### config.mk
export PLATFORM = sky130hd
export DESIGN_NAME = tcae_ctrl
export DESIGN_NICKNAME = d
export VERILOG_FILES = /design/src/hw/rtl/tcae_pkg.sv /design/src/hw/rtl/tcae_ctrl.sv
export SDC_FILE = /design/constraint.sdc
export NUM_CORES = 1
export LEC_CHECK = 0
export BUFFER_PORTS_ARGS = -buffer_cell sky130_fd_sc_hd__buf_2
export CORE_AREA = 2 2 39 41
export DETAILED_ROUTE_END_ITERATION = 8
export DIE_AREA = 0 0 41 43
export SLEW_MARGIN = 20
export SYNTH_ARGS = -nofsm -noshare
export SYNTH_HDL_FRONTEND = slang
export SYNTH_SLANG_ARGS = --single-unit
### constraint.sdc
create_clock -name clk -period 1.66 [get_ports clk]
set_clock_uncertainty 0.15 [all_clocks]
set_input_delay 0.083 -clock clk [delete_from_list [all_inputs] [get_ports clk]]
set_output_delay 0.083 -clock clk [all_outputs]
set_load 0.01 [all_outputs]
### src/hw/rtl/tcae_pkg.sv
// Package for the tile cache evictor: slot modes, command and status codes,
// item and result structs, and controller/datapath control types. No dependencies.
`timescale 1ns / 1ps
package tcae_pkg;

  // slot table depth, tied to the 6-bit slot field of the item
  localparam int SLOT_COUNT = 64;

  typedef enum logic [1:0] {
    CMD_CREATE  = 2'd0,
    CMD_REF     = 2'd1,
    CMD_RELEASE = 2'd2,
    CMD_DESTROY = 2'd3
  } cmd_t;

  typedef enum logic [1:0] {
    ST_OK       = 2'd0,
    ST_MODE     = 2'd1,
    ST_TMP_REF  = 2'd2,
    ST_SLOT     = 2'd3
  } status_t;

  localparam logic [1:0] MODE_UNLOADED = 2'd0;
  localparam logic [1:0] MODE_LOADED   = 2'd1;
  localparam logic [1:0] MODE_LOCKED   = 2'd2;

  localparam logic [1:0] FETCH_NONE    = 2'd0;
  localparam logic [1:0] FETCH_RESTORE = 2'd1;
  localparam logic [1:0] FETCH_REGEN   = 2'd2;

  localparam int FLAG_TMP = 0;
  localparam int FLAG_SYN = 1;
  localparam int FLAG_VAR = 2;

  typedef struct packed {
    logic [1:0] command;
    logic [5:0] tile_slot;
    logic [2:0] tile_flags;
  } item_t;

  typedef struct packed {
    logic [1:0] status;
    logic [1:0] fetch_action;
    logic       self_unloaded;
    logic       self_saved;
    logic       evicted;
    logic [5:0] evicted_slot;
    logic       evicted_saved;
    logic [6:0] resident_count;
  } result_t;

  typedef enum logic [2:0] {
    S_IDLE,
    S_READ,
    S_DECIDE,
    S_SCAN,
    S_SCAN_END,
    S_APPLY,
    S_DONE
  } state_t;

  // controller -> datapath
  typedef struct packed {
    logic load_item;   // capture command
    logic rd_slot;     // read addressed slot
    logic decide;      // decide action from slot record
    logic scan_start;  // clear scan counter and best
    logic scan_step;   // age one slot and compare
    logic evict;       // apply victim
    logic apply;       // write addressed slot
    logic emit;        // drive result strobe
  } ctl_t;

  // datapath -> controller
  typedef struct packed {
    logic need_prune;  // over limit for the current command
    logic prune_first; // prune before the self update (reference)
    logic scan_last;   // last slot being visited
  } sts_t;

endpackage

### src/hw/rtl/tcae_ctrl.sv
// Controller state machine for the tile cache evictor.
// Depends on tcae_pkg.
`timescale 1ns / 1ps
module tcae_ctrl (
  input  logic          clk,
  input  logic          rst,
  input  logic          start,
  output logic          busy,
  input  tcae_pkg::sts_t sts,
  output tcae_pkg::ctl_t ctl
);
  import tcae_pkg::*;

  state_t state, state_next;
  logic   pruned, pruned_next;

  // state register
  always_ff @(posedge clk) begin
    if (rst) begin
      state  <= S_IDLE;
      pruned <= 1'b0;
    end else begin
      state  <= state_next;
      pruned <= pruned_next;
    end
  end

  // next state; the prune decision is taken in APPLY once status is known
  always_comb begin
    state_next  = state;
    pruned_next = pruned;
    unique case (state)
      S_IDLE: if (start) begin
        state_next  = S_READ;
        pruned_next = 1'b0;
      end
      S_READ:   state_next = S_DECIDE;
      S_DECIDE: state_next = S_APPLY;
      S_SCAN:     if (sts.scan_last) state_next = S_SCAN_END;
      S_SCAN_END: begin
        pruned_next = 1'b1;
        state_next  = sts.prune_first ? S_APPLY : S_DONE;
      end
      S_APPLY: begin
        if (sts.need_prune && !pruned) begin
          state_next = S_SCAN;
        end else begin
          state_next = S_DONE;
        end
      end
      S_DONE:  state_next = S_IDLE;
      default: state_next = S_IDLE;
    endcase
  end

  // outputs
  always_comb begin
    ctl = '0;
    busy = (state != S_IDLE);
    unique case (state)
      S_IDLE:     ctl.load_item = start;
      S_READ:     ctl.rd_slot = 1'b1;
      S_DECIDE: begin
        ctl.decide     = 1'b1;
        ctl.scan_start = 1'b1;
      end
      S_SCAN:     ctl.scan_step = 1'b1;
      S_SCAN_END: ctl.evict = 1'b1;
      S_APPLY: begin
        // a reference that must prune writes its slot only after the scan
        ctl.apply      = sts.prune_first ? !(sts.need_prune && !pruned) : !pruned;
        ctl.scan_start = 1'b1;
      end
      S_DONE:     ctl.emit = 1'b1;
      default:    ctl = '0;
    endcase
  end
endmodule

==> flow_metrics.py <==
metrics = {
    "outcome": {
        "status": "finished, final reports clean",
    },
    "grt": {
        "grt_antenna_before_repair": 0,
        "largest_net_degree_at_the_start_of_global_routing": 14,
        "first_global_vias": 289,
        "grt_usage_pct": 8.936,
        "global_route_wire_length_before_repair_um": 1035,
        "globalRouteOverflowTotal": 0,
    },
    "worst_setup_path": {
        "category_of_the_worst_setup_path_capture_point": "output pin",
        "criticalPathCategory": "reg -> out",
        "timing.critical_path.slowest_cell_delay_ps": 410,
        "worstPathCellList": "and2b_1 -> nand2_1 -> a211oi_1 -> buf_2",
        "crit_slowest_cell": "dfxtp_1",
        "timing.critical_path.fanout_max": 12,
        "critPathLaunchType": "register",
        "reg2reg_setup_slack_ps": 350,
        "timing.critical_path.required_ps": 1430,
        "cp.arrival_ps": 1310,
    },
    "placement": {
        "place_congestion": 0.7181,
        "hpwl_um": 521.5,
        "post_dp_cell_area_sq_um": 389.1,
        "portBuffers": 14,
    },
    "synthesis": {
        "ys_seq_area_share_pct": 23.53,
        "postSynthRegisterBits": 4,
        "netlist_area_sq_um": 340.3,
        "synth.yosys.warnings": 0,
        "count_of_distinct_cell_types_in_the_synthesized_netlist": 20,
        "synth_top_area_share_pct": 23.53,
        "synth_top_area_cell": "dfxtp_1",
        "synthesis.area_per_instance_sq_um": 7.735,
        "synthesized_instance_count": 44,
        "netlist_top_cells_area": "dfxtp_1 24%, buf_6 9.9%, nor2_1 6.6%, nor4_4 6.3%, a21oi_1 5.9%",
        "postSynthNetCount": 50,
    },
    "sta": {
        "finalHoldViolCount": 0,
        "finalSetupViolCount": 0,
        "final.period_utilization_pct": 93.03,
        "slew_violations": 0,
        "worstMarginPinSlew_ps": 454.9,
        "achievable-frequency_mhz": 647.5,
        "fin_crit_ps": 1544,
        "whs_ps": 31.92,
        "totalNegativeSetupSlack_ps": 0,
        "slew_headroom_pct": 69.63,
        "grt_setup_unrepaired": "no",
    },
    "run": {
        "max_cap_violation_count": 0,
    },
    "clock_tree": {
        "htree_levels": 1,
        "clock_sinks": 4,
        "tritoncts_clock_tree": "built",
        "clock_latency_ps": 230,
        "max-clock-path-buffers": 2,
        "cts_setup_buffers": 0,
        "clkTransAtPathRegs_ps": 30,
        "cts-buffers-inserted": 3,
        "clock_root_buffer": "clkbuf_4",
    },
    "floorplan": {
        "die_w_um": 41,
        "io_pins": 15,
        "fp-row-count": 14,
        "floorplan.core_area_sq_um": 1384,
        "initial_utilization_pct": 24.59,
        "die_outline_area_sq_um": 1763,
        "die-height_um": 43,
    },
    "layout": {
        "post-route-cell-area_sq_um": 422.9,
        "mostFrequentLayoutCell": "buf_2",
        "layout_area_growth_over_synthesis_pct": 24.26,
        "top_library_cells_by_usage_in_the_layout_fill_and_taps_aside": "14 x buf_2, 6 x nor2_1, 5 x nand2_1",
        "antenna_cells": 0,
        "fillCellCount": 156,
        "nNetsFinal": 66,
        "final_layout_size_suffix_gt1_share_pct": 39.66,
    },
    "routing": {
        "drt-initial-drc-count": 1,
        "drt_pre_antenna_iters": 4,
        "post_drt_via_cell_ratio": 4.432,
        "route.final.wire_length_um": 658,
        "via_count": 328,
        "avgRoutedWirePerCell_um": 8.892,
        "detail_route.drc_violations": 0,
        "detail-route-antenna-nets": 0,
    },
    "power": {
        "power_mw": 0.3371,
        "ir_drop_mv": 0.3306,
        "power-per-cell-area_nw_per_um2": 797.2,
        "power_leakage_nw": 0.2132,
    },
    "min_path": {
        "timing.hold.worst.class": "in -> reg",
    },
}
-- registers in the layout, summed over array words and instances (netlist names) --
signal  flops
pruned      1
state       3
-- cell families after synthesis --
group	count (synthesis)	share of synthesized area [%]
simple gates	25	47.80
buf+inv	6	14.34
flops	4	23.53
compound gates	9	14.34
-- worst max-delay path: cells and delay by family, from the launching register on --
| family | cells | cell delay [ps] |
|---|---|---|
| buf+inv | 1 | 160 |
| flops | 1 | 410 |
| compound gates | 1 | 180 |
| simple gates | 2 | 330 |
-- cells in the mapped netlist, drive strengths merged --
cell type / instances
a211oi: 1
a21oi: 4
a31oi: 1
and2b: 1
and3b: 2
buf: 4
dfxtp: 4
inv: 2
nand2: 5
nand2b: 3
nor2: 6
nor2b: 3
nor3: 2
nor3b: 2
nor4: 1
o21ai: 3
-- power breakdown --
group	internal, mW	switching (mW)
sequential	0.105	0.0248
combinational	0.0488	0.0447
clock	0.0804	0.0333
-- per-layer routing --
layer  vias up  global-route usage (%)  share of wire (%)
met4         0                   8.000                  0
met3         0                   1.571                4.0
met2         3                   14.06                 57
met1       150                   9.325                 39
met5         -                       0                  0
li1        175                       -                  -
-- worst paths after layout --
check	start	endpoint	depth (start not counted)
setup / recovery	state[1]	ctl[1]	4
hold / removal	sts[0]	state[0]	4
setup reg to reg	state[1]	state[0]	3
hold reg to reg	pruned	pruned	2
-- through the flow --
step | cells | setup WS [ps] | util [%]
final | 74 | 115.7 | 30.56
after global routing | 74 | 36.90 | 30.56
after global placement | 70 | 268.1 | 28.12
after CTS | 74 | 93.64 | 30.56
after floorplan | 44 | 498.4 | -
after detailed placement | 70 | 249.2 | 28.12
-- area by class of cell --
| type | count | area (sq um) | area share, % |
|---|---|---|---|
| Sequential cell | 4 | 81.33 | 19.23 |
| Timing Repair Buffer | 15 | 80.08 | 18.93 |
| Tap cell | 16 | 20.02 | 4.734 |
| Inverter | 2 | 7.507 | 1.775 |
| Clock buffer | 3 | 22.52 | 5.325 |
| Multi-Input combinational cell | 34 | 211.5 | 50.00 |
-- repair_timing --
action / CTS / global route
endpoints found under the setup margin: 1 / 0
hold buffers: 1 / 0
gates resized for setup: 1 / 0
endpoints found under the hold margin: 2 / 0
No activity file was read; power rests on OpenSTA's default activity.
