--- src/hw/rtl/tcae_pkg.sv ---
// Package for the tile cache evictor: slot modes, command and status codes,
// item and result structs, and controller/datapath control types. No dependencies.
`timescale 1ns / 1ps
package tcae_pkg;

  // slot table depth, tied to the 6-bit slot field of the item
  localparam int SLOT_COUNT = 64;

  typedef enum logic [1:0] {
    CMD_CREATE  = 2'd0,
    CMD_REF     = 2'd1,
    CMD_RELEASE = 2'd2,
    CMD_DESTROY = 2'd3
  } cmd_t;

  typedef enum logic [1:0] {
    ST_OK       = 2'd0,
    ST_MODE     = 2'd1,
    ST_TMP_REF  = 2'd2,
    ST_SLOT     = 2'd3
  } status_t;

  localparam logic [1:0] MODE_UNLOADED = 2'd0;
  localparam logic [1:0] MODE_LOADED   = 2'd1;
  localparam logic [1:0] MODE_LOCKED   = 2'd2;

  localparam logic [1:0] FETCH_NONE    = 2'd0;
  localparam logic [1:0] FETCH_RESTORE = 2'd1;
  localparam logic [1:0] FETCH_REGEN   = 2'd2;

  localparam int FLAG_TMP = 0;
  localparam int FLAG_SYN = 1;
  localparam int FLAG_VAR = 2;

  typedef struct packed {
    logic [1:0] command;
    logic [5:0] tile_slot;
    logic [2:0] tile_flags;
  } item_t;

  typedef struct packed {
    logic [1:0] status;
    logic [1:0] fetch_action;
    logic       self_unloaded;
    logic       self_saved;
    logic       evicted;
    logic [5:0] evicted_slot;
    logic       evicted_saved;
    logic [6:0] resident_count;
  } result_t;

  typedef enum logic [2:0] {
    S_IDLE,
    S_READ,
    S_DECIDE,
    S_SCAN,
    S_SCAN_END,
    S_APPLY,
    S_DONE
  } state_t;

  // controller -> datapath
  typedef struct packed {
    logic load_item;   // capture command
    logic rd_slot;     // read addressed slot
    logic decide;      // decide action from slot record
    logic scan_start;  // clear scan counter and best
    logic scan_step;   // age one slot and compare
    logic evict;       // apply victim
    logic apply;       // write addressed slot
    logic emit;        // drive result strobe
  } ctl_t;

  // datapath -> controller
  typedef struct packed {
    logic need_prune;  // over limit for the current command
    logic prune_first; // prune before the self update (reference)
    logic scan_last;   // last slot being visited
  } sts_t;

endpackage

--- src/hw/rtl/tcae_dp.sv ---
// Datapath of the tile cache evictor: slot table memories, residency counter,
// stamp counter and the serial aging/victim scan. Depends on tcae_pkg.
`timescale 1ns / 1ps
module tcae_dp #(
  parameter int AGE_BITS   = 16
) (
  input  logic             clk,
  input  logic             rst,
  input  tcae_pkg::item_t  item,
  input  logic             cfg_we,
  input  logic [6:0]       cfg_data,
  input  tcae_pkg::ctl_t   ctl,
  output tcae_pkg::sts_t   sts,
  output logic             strobe,
  output tcae_pkg::result_t res
);
  import tcae_pkg::*;

  localparam int IW = (SLOT_COUNT > 1) ? $clog2(SLOT_COUNT) : 1;
  localparam int CW = $clog2(SLOT_COUNT + 1);
  localparam logic [AGE_BITS-1:0] AGE_MAX = '1;

  // record: in_use, mode, flags, age, stamp
  localparam int RW = 1 + 2 + 3 + AGE_BITS + 32;
  typedef struct packed {
    logic                in_use;
    logic [1:0]          mode;
    logic [2:0]          flags;
    logic [AGE_BITS-1:0] age;
    logic [31:0]         stamp;
  } rec_t;

  // table memory with reset by valid bits (in flip-flops, one per slot)
  logic [RW-1:0]         mem [SLOT_COUNT];
  logic [SLOT_COUNT-1:0] valid;
  logic [RW-1:0]         rd_raw;
  logic [IW-1:0]         rd_addr;
  logic                  rd_valid;
  rec_t                  rd_rec;

  logic                  wr_en;
  logic [IW-1:0]         wr_addr;
  rec_t                  wr_rec;

  // registers
  logic [6:0]    capacity;
  logic [CW-1:0] resident;
  logic [31:0]   stamp_ctr;
  item_t         cur;
  logic          slot_ok;
  rec_t          self_rec;
  logic [1:0]    status;
  logic [1:0]    fetch;
  logic          self_unl, self_sav;
  logic          ev, ev_sav;
  logic [5:0]    ev_slot;
  logic          prune_first;

  // scan
  logic [CW-1:0] scan_idx;     // read issued index
  logic          scan_pend;    // a read is in flight
  logic [IW-1:0] scan_addr;    // address of in-flight read
  logic          found;
  logic [IW-1:0] best_idx;
  logic [AGE_BITS-1:0] best_age;
  logic [31:0]   best_since;
  logic          best_sav;
  rec_t          best_rec;     // victim record as read, before ageing

  assign rd_rec = rd_valid ? rec_t'(rd_raw) : '0;

  // read address: scan or addressed slot
  always_comb begin
    if (ctl.scan_step) begin
      rd_addr = scan_idx[IW-1:0];
    end else begin
      rd_addr = cur.tile_slot[IW-1:0];
    end
  end

  always_ff @(posedge clk) begin
    rd_raw <= mem[rd_addr];
    if (wr_en) begin
      mem[wr_addr] <= wr_rec;
    end
  end

  always_ff @(posedge clk) begin
    if (rst) begin
      valid    <= '0;
      rd_valid <= 1'b0;
    end else begin
      rd_valid <= valid[rd_addr] && !(wr_en && wr_addr == rd_addr);
      if (wr_en) valid[wr_addr] <= 1'b1;
    end
  end

  // decode of the addressed slot (self_rec, captured in DECIDE, valid after it)
  logic tmp_s, syn_s, var_s;
  assign tmp_s = self_rec.flags[FLAG_TMP];
  assign syn_s = self_rec.flags[FLAG_SYN];
  assign var_s = self_rec.flags[FLAG_VAR];

  // limits: reference uses capacity-1, release capacity
  logic [CW-1:0] res_after_self;
  logic          over_ref, over_rel;
  assign over_ref = ({1'b0, resident} >= {1'b0, capacity}) || (capacity == 7'd0);
  always_comb begin
    res_after_self = resident;
    if (var_s || tmp_s) res_after_self = resident - CW'(1);
  end
  assign over_rel = {1'b0, res_after_self} > {1'b0, capacity};

  // status to controller
  logic need_prune;
  always_comb begin
    need_prune = 1'b0;
    if (status == ST_OK) begin
      if (cur.command == CMD_REF) begin
        need_prune = (self_rec.mode == MODE_UNLOADED) && over_ref;
      end else if (cur.command == CMD_RELEASE) begin
        need_prune = over_rel;
      end
    end
  end
  assign sts.need_prune  = need_prune;
  assign sts.prune_first = prune_first;
  assign sts.scan_last   = scan_pend && (scan_idx == CW'(SLOT_COUNT));

  // scan element compare on the record just read
  logic [AGE_BITS-1:0] aged;
  logic                is_res, is_loaded, better;
  logic [31:0]         since;
  assign is_res    = rd_rec.in_use && rd_rec.mode != MODE_UNLOADED;
  assign is_loaded = rd_rec.in_use && rd_rec.mode == MODE_LOADED;
  assign aged      = (is_res && rd_rec.age != AGE_MAX) ? rd_rec.age + 1'b1 : rd_rec.age;
  assign since     = stamp_ctr - rd_rec.stamp;
  assign better    = is_loaded && (!found || aged > best_age ||
                     (aged == best_age && since > best_since));

  // write port mux; the victim is written back from its captured record
  always_comb begin
    wr_en   = 1'b0;
    wr_addr = cur.tile_slot[IW-1:0];
    wr_rec  = self_rec;
    if (ctl.scan_step && scan_pend) begin
      wr_en      = is_res;
      wr_addr    = scan_addr;
      wr_rec     = rd_rec;
      wr_rec.age = aged;
    end else if (ctl.evict && found) begin
      wr_en       = 1'b1;
      wr_addr     = best_idx;
      wr_rec      = best_rec;
      wr_rec.age  = best_age;
      wr_rec.mode = MODE_UNLOADED;
    end else if (ctl.apply && status == ST_OK) begin
      wr_en  = 1'b1;
      wr_rec = self_rec;
      unique case (cur.command)
        CMD_CREATE: begin
          wr_rec.in_use = 1'b1;
          wr_rec.mode   = MODE_LOCKED;
          wr_rec.flags  = cur.tile_flags;
          wr_rec.age    = '0;
          wr_rec.stamp  = stamp_ctr;
        end
        CMD_REF: begin
          if (self_rec.mode == MODE_UNLOADED) wr_rec.stamp = stamp_ctr;
          if (self_rec.mode != MODE_LOCKED) begin
            wr_rec.mode = MODE_LOCKED;
            wr_rec.age  = '0;
          end
        end
        CMD_RELEASE: wr_rec.mode = (tmp_s || var_s) ? MODE_UNLOADED : MODE_LOADED;
        CMD_DESTROY: wr_rec = '0;
        default:     wr_rec = self_rec;
      endcase
    end
  end

  // sequencing
  always_ff @(posedge clk) begin
    if (rst) begin
      capacity  <= 7'd16;
      resident  <= '0;
      stamp_ctr <= '0;
      strobe    <= 1'b0;
      scan_pend <= 1'b0;
      scan_idx  <= '0;
      found     <= 1'b0;
    end else begin
      strobe <= ctl.emit;
      if (cfg_we) capacity <= cfg_data;
      if (ctl.load_item) begin
        cur  <= item;
        ev   <= 1'b0; ev_slot <= '0; ev_sav <= 1'b0;
        self_unl <= 1'b0; self_sav <= 1'b0; fetch <= FETCH_NONE;
        slot_ok <= ({26'd0, item.tile_slot} < 32'(SLOT_COUNT));
        prune_first <= (item.command == CMD_REF);
      end
      if (ctl.decide) begin
        self_rec <= rd_rec;
        status   <= ST_OK;
        if (!slot_ok) begin
          status <= ST_SLOT;
        end else if (cur.command == CMD_CREATE) begin
          if (rd_rec.in_use) status <= ST_SLOT;
        end else if (!rd_rec.in_use) begin
          status <= ST_SLOT;
        end else if (cur.command == CMD_REF) begin
          if (rd_rec.flags[FLAG_TMP]) status <= ST_TMP_REF;
        end else if (cur.command == CMD_RELEASE) begin
          if (rd_rec.mode != MODE_LOCKED) status <= ST_MODE;
        end
      end
      if (ctl.scan_start) begin
        scan_idx  <= '0;
        scan_pend <= 1'b0;
        found     <= 1'b0;
      end
      if (ctl.scan_step) begin
        scan_addr <= scan_idx[IW-1:0];
        scan_pend <= 1'b1;
        if (scan_idx != CW'(SLOT_COUNT)) scan_idx <= scan_idx + CW'(1);
        if (scan_pend && better) begin
          found      <= 1'b1;
          best_idx   <= scan_addr;
          best_age   <= aged;
          best_since <= since;
          best_rec   <= rd_rec;
          best_sav   <= (rd_rec.flags[FLAG_TMP] | rd_rec.flags[FLAG_SYN]) == 1'b0;
        end
      end
      if (ctl.evict && found) begin
        ev       <= 1'b1;
        ev_slot  <= 6'(best_idx);
        ev_sav   <= best_sav;
        resident <= resident - CW'(1);
        // the addressed slot may be the victim
        if (best_idx == cur.tile_slot[IW-1:0]) self_rec.mode <= MODE_UNLOADED;
      end
      if (ctl.apply && status == ST_OK) begin
        unique case (cur.command)
          CMD_CREATE: begin
            resident  <= resident + CW'(1);
            stamp_ctr <= stamp_ctr + 32'd1;
          end
          CMD_REF: if (self_rec.mode == MODE_UNLOADED) begin
            resident  <= resident + CW'(1);
            stamp_ctr <= stamp_ctr + 32'd1;
            fetch     <= syn_s ? FETCH_REGEN : FETCH_RESTORE;
          end
          CMD_RELEASE: if (tmp_s || var_s) begin
            resident <= resident - CW'(1);
            self_unl <= 1'b1;
            self_sav <= !(tmp_s || syn_s);
          end
          CMD_DESTROY: if (self_rec.mode != MODE_UNLOADED) begin
            resident <= resident - CW'(1);
            self_unl <= 1'b1;
            self_sav <= !(tmp_s || syn_s);
          end
          default: ;
        endcase
      end
    end
  end

  // result fields
  always_comb begin
    res.status         = status;
    res.fetch_action   = fetch;
    res.self_unloaded  = self_unl;
    res.self_saved     = self_sav;
    res.evicted        = ev;
    res.evicted_slot   = ev_slot;
    res.evicted_saved  = ev_sav;
    res.resident_count = 7'(resident);
  end
endmodule

--- config.mk ---
export PLATFORM = sky130hd
export DESIGN_NAME = tcae_dp
export DESIGN_NICKNAME = d
export VERILOG_FILES = /design/src/hw/rtl/tcae_pkg.sv /design/src/hw/rtl/tcae_dp.sv
export SDC_FILE = /design/constraint.sdc
export NUM_CORES = 2
export LEC_CHECK = 0
export ABC_AREA = 0
export BUFFER_PORTS_ARGS = -buffer_cell sky130_fd_sc_hd__buf_2
export CAP_MARGIN = 20
export CORE_UTILIZATION = 45
export DETAILED_ROUTE_END_ITERATION = 8
export PLACE_DENSITY = 0.62
export SETUP_SLACK_MARGIN = 0.15
export SYNTH_ARGS = -nofsm -noshare
export SYNTH_HDL_FRONTEND = slang
export SYNTH_SLANG_ARGS = --single-unit
--- constraint.sdc ---
create_clock -name clk -period 32.8 [get_ports clk]
set_input_delay 6.56 -clock clk [delete_from_list [all_inputs] [get_ports clk]]
set_output_delay 6.56 -clock clk [all_outputs]
set_load 0.05 [all_outputs]
==> flow_summary.yaml <==
logic_synthesis:
  synth-async-reset-ratio_pct: 0
  synth-seq-cells: 3808
  synth_nets: 8044
  synth_area_per_cell_sq_um: 18.99
  ys_seq_area_share_pct: 74.94
  synth_warnings: 0
  netlist_area_sq_um: 150300
  synth.distinct_cells: 71
  synth-main-ff-cell: "edfxtp_1"
  netlist_instances: 7911
  synth_enable_flop_cells: 3633
worst_setup_path:
  crit_chain: "buf_2 > nand2b_4 > a21boi_4 > buf_4 > buf_4 > buf_4 > buf_4 > buf_12 > buf_4 > mux4_2 > and2_1 > a211oi_1 > a311oi_1 > nor3_1 > a31oi_1"
  crit_path_top_delay_cell: "buf_4"
  crit_type: "primary input to register"
  crit_path_end_kind: "register"
  path_buf_inv: 7
  cp_max_fo: 95
  cp_common_cell: "buf_4"
  crit_required_ps: 33570
  critPathTopFamily: "buffers and inverters"
  setup.worst_path.start: "ctl[3]"
  worst_ep_arrival_time_ps: 13910
  slowest_delay_ps: 850
  rr_startpoint: "rd_valid"
  start_kind: "primary input"
timing:
  tns_ps: 0
  setup_viol: 0
  layout_setup_ws_ps: 19660
  finalClockSkew_ps: 59.75
  min_period_ps: 13140
  timing.fmax_mhz: 76.10
  tightestPinTransition_ps: 1226
  rsz0062_at_grt: "false"
  timing.final.crit_share_pct: 40.06
  max_slew_margin_pct: 18.24
  slew_viol_final: 0
  hold_violations: 0
worst_hold_path:
  hold_start: "valid[29]"
  worstHoldPathType: "register to register"
global_route:
  grt_pass1_wl_mm: 591.2
  met2_usage_pct: 38.45
  grt_antenna_before_repair: 12
  grt_usage_pct: 24.58
  grt_busiest_layer: "met2"
  grt_pass1_vias: 80003
  overflow: 0
  grt_max_degree: 140
  met1_usage_pct: 35.17
  global_route.usage.met3_pct: 4.790
cts:
  cts-root-buf: "clkbuf_16"
  cts_buffer_depth: 4
  cts_htree_levels: 5
  path_clk_slew_ps: 60
  cts_post_setup_buffers_inserted: 0
  holdBufCountCts: 0
  cts_inserted_buffers: 390
  cts.sinks: 3808
  clk_latency_ps: 960
  postCtsResizedCells: 0
  cts_tree: "done"
cells_and_area:
  fillerInstances: 25944
  layout-drive-gt1-share_pct: 22.49
  num-nets-final: 8293
  area_growth_pct: 13.32
pwr:
  vdd.ir_drop.worst_uv: 40.37
  power_frac_seq_pct: 51.0
  p_comb_share_pct: 6.8
  p_int_uw: 8258
  swShare_pct: 22.27
  clkPwrFrac_pct: 42.2
  power_density_nw_per_um2: 62.40
  p_leak_uw: 0.05509
  power.switching_uw: 2366
routing:
  drt_iter0_drc: 10425
  dr.pass1.iters: 5
  avgViaCountPerCell: 6.253
  drc: 0
  finalWirelength_mm: 417.6
  ant_nets: 0
  wl_per_cell_microns: 32.46
  num_vias: 80435
floorplanning:
  die_h_microns: 579.9
  fp-row-count: 211
  initial_utilization_pct: 45.35
  fp.coreArea_sq_um: 331300
  num_io_pins: 54
  dieArea_sq_um: 336200
  die_w_microns: 579.9
place:
  hpwl_mm: 216.6
  place.gp.congestion: 0.8623
  portBuffers: 52
  pre_cts_ws_ps: 18420
flow_run:
  max_cap_violations: 0
outcome:
  status: "finished clean"
-- cell type report --
type	count	area [sq um]	share of cell area, %
Timing Repair Buffer	318	2659	1.561
Sequential cell	3808	112600	66.13
Antenna cell	4	10.01	0.005878
Clock buffer	497	10470	6.148
Tap cell	4366	5463	3.208
Clock inverter	228	2426	1.425
Multi-Input combinational cell	3522	36200	21.26
Inverter	120	450.4	0.2645
-- state kept, by name, indices dropped and copies added, names as in the netlist, 2 cells and up --
signal,cells
ev_slot,6
best_since,32
best_age,16
best_idx,6
mem,3456
scan_addr,6
cur,11
self_rec,54
status,2
capacity,7
scan_idx,7
stamp_ctr,32
fetch,2
resident,7
best_rec,36
rd_raw,54
valid,64
-- final timing paths --
| check | to | slack [ps] | cells past startpoint |
|---|---|---|---|
| hold reg to reg | valid[29] | 470 | 1 |
| setup / recovery | rd_raw[32] | 19660 | 15 |
| setup reg to reg | best_age[3] | 23870 | 23 |
| hold / removal | valid[29] | 470 | 1 |
-- layer usage --
metal  routed length (microns)  up-vias  part of all wire, %
li1                          -    32559                    -
met1                    167700    42866                   40
met2                    194200     4347                   46
met3                     43000      659                   10
met4                     12670        4                  3.0
met5                        27        -               0.0065
-- cells in the mapped netlist (19+ instances only) --
cell type / number / area share, %
edfxtp_1: 3633 / 73
nand2_1: 916 / 2.3
mux4_2: 872 / 13
clkbuf_1: 233 / 0.58
nor2_1: 200 / 0.50
dfxtp_1: 175 / 2.3
nand3_1: 160 / 0.53
o211ai_1: 148 / 0.74
and2_1: 137 / 0.57
buf_2: 131 / 0.44
inv_1: 120 / 0.30
a211oi_1: 116 / 0.58
a311oi_1: 114 / 0.66
ha_1: 103 / 0.86
o21ai_0: 87 / 0.29
a21oi_1: 84 / 0.28
nor3_1: 80 / 0.27
o21a_1: 76 / 0.38
buf_4: 69 / 0.34
a31oi_1: 60 / 0.25
xnor2_1: 49 / 0.29
xor2_1: 43 / 0.25
a221o_1: 36 / 0.24
a21o_1: 31 / 0.15
and3_1: 29 / 0.12
buf_1: 23 / 0.057
a221oi_1: 19 / 0.11
-- power by group through the flow --
stage / clock network (uW) / logic, uW / registers [uW]
final: 4480 / 724 / 5420
after global routing: 4710 / 778 / 5420
after CTS: 4530 / 719 / 5420
after detailed placement: 0 / 717 / 5520
after global placement: 0 / 701 / 5520
after floorplan: 0 / 496 / 5520
-- through the flow --
step	std cells	hold WS, ps	total power [uW]	util, %	cell area (sq um)
finish	12863	467.1	10620	51.39	170300
CTS	12844	466.7	10670	51.30	170000
detailed placement	12119	452.7	6241	47.41	157100
global placement	12112	441.5	6225	47.36	156900
floorplan	7911	406.4	6019	-	150300
global route	12861	476.9	10900	51.39	170300
-- placed cells by master (no fill, tap or decap), types with 76 or more instances in the layout --
cell and count:
a211oi_1 116, a21oi_1 83, a311oi_1 113, and2_1 136, buf_4 235, clkbuf_1 83
clkbuf_16 396, dfxtp_1 174, edfxtp_1 3633, ha_1 103, inv_1 118, mux4_2 872
nand2_1 914, nand3_1 160, nor2_1 123, nor2_4 77, nor3_1 79, o211ai_1 148
o21a_1 76
-- cell families after synthesis --
family                   synth area share [%]
AO/OA/AOI/OAI                           4.071
XOR/XNOR                               0.5363
adder cells (fa/ha/maj)                0.8710
buffers and inverters                   1.764
flip-flops                              74.94
multiplexers                            13.19
AND/OR/NAND/NOR                         4.629
Note: power is estimated with default switching activity, not from simulation.
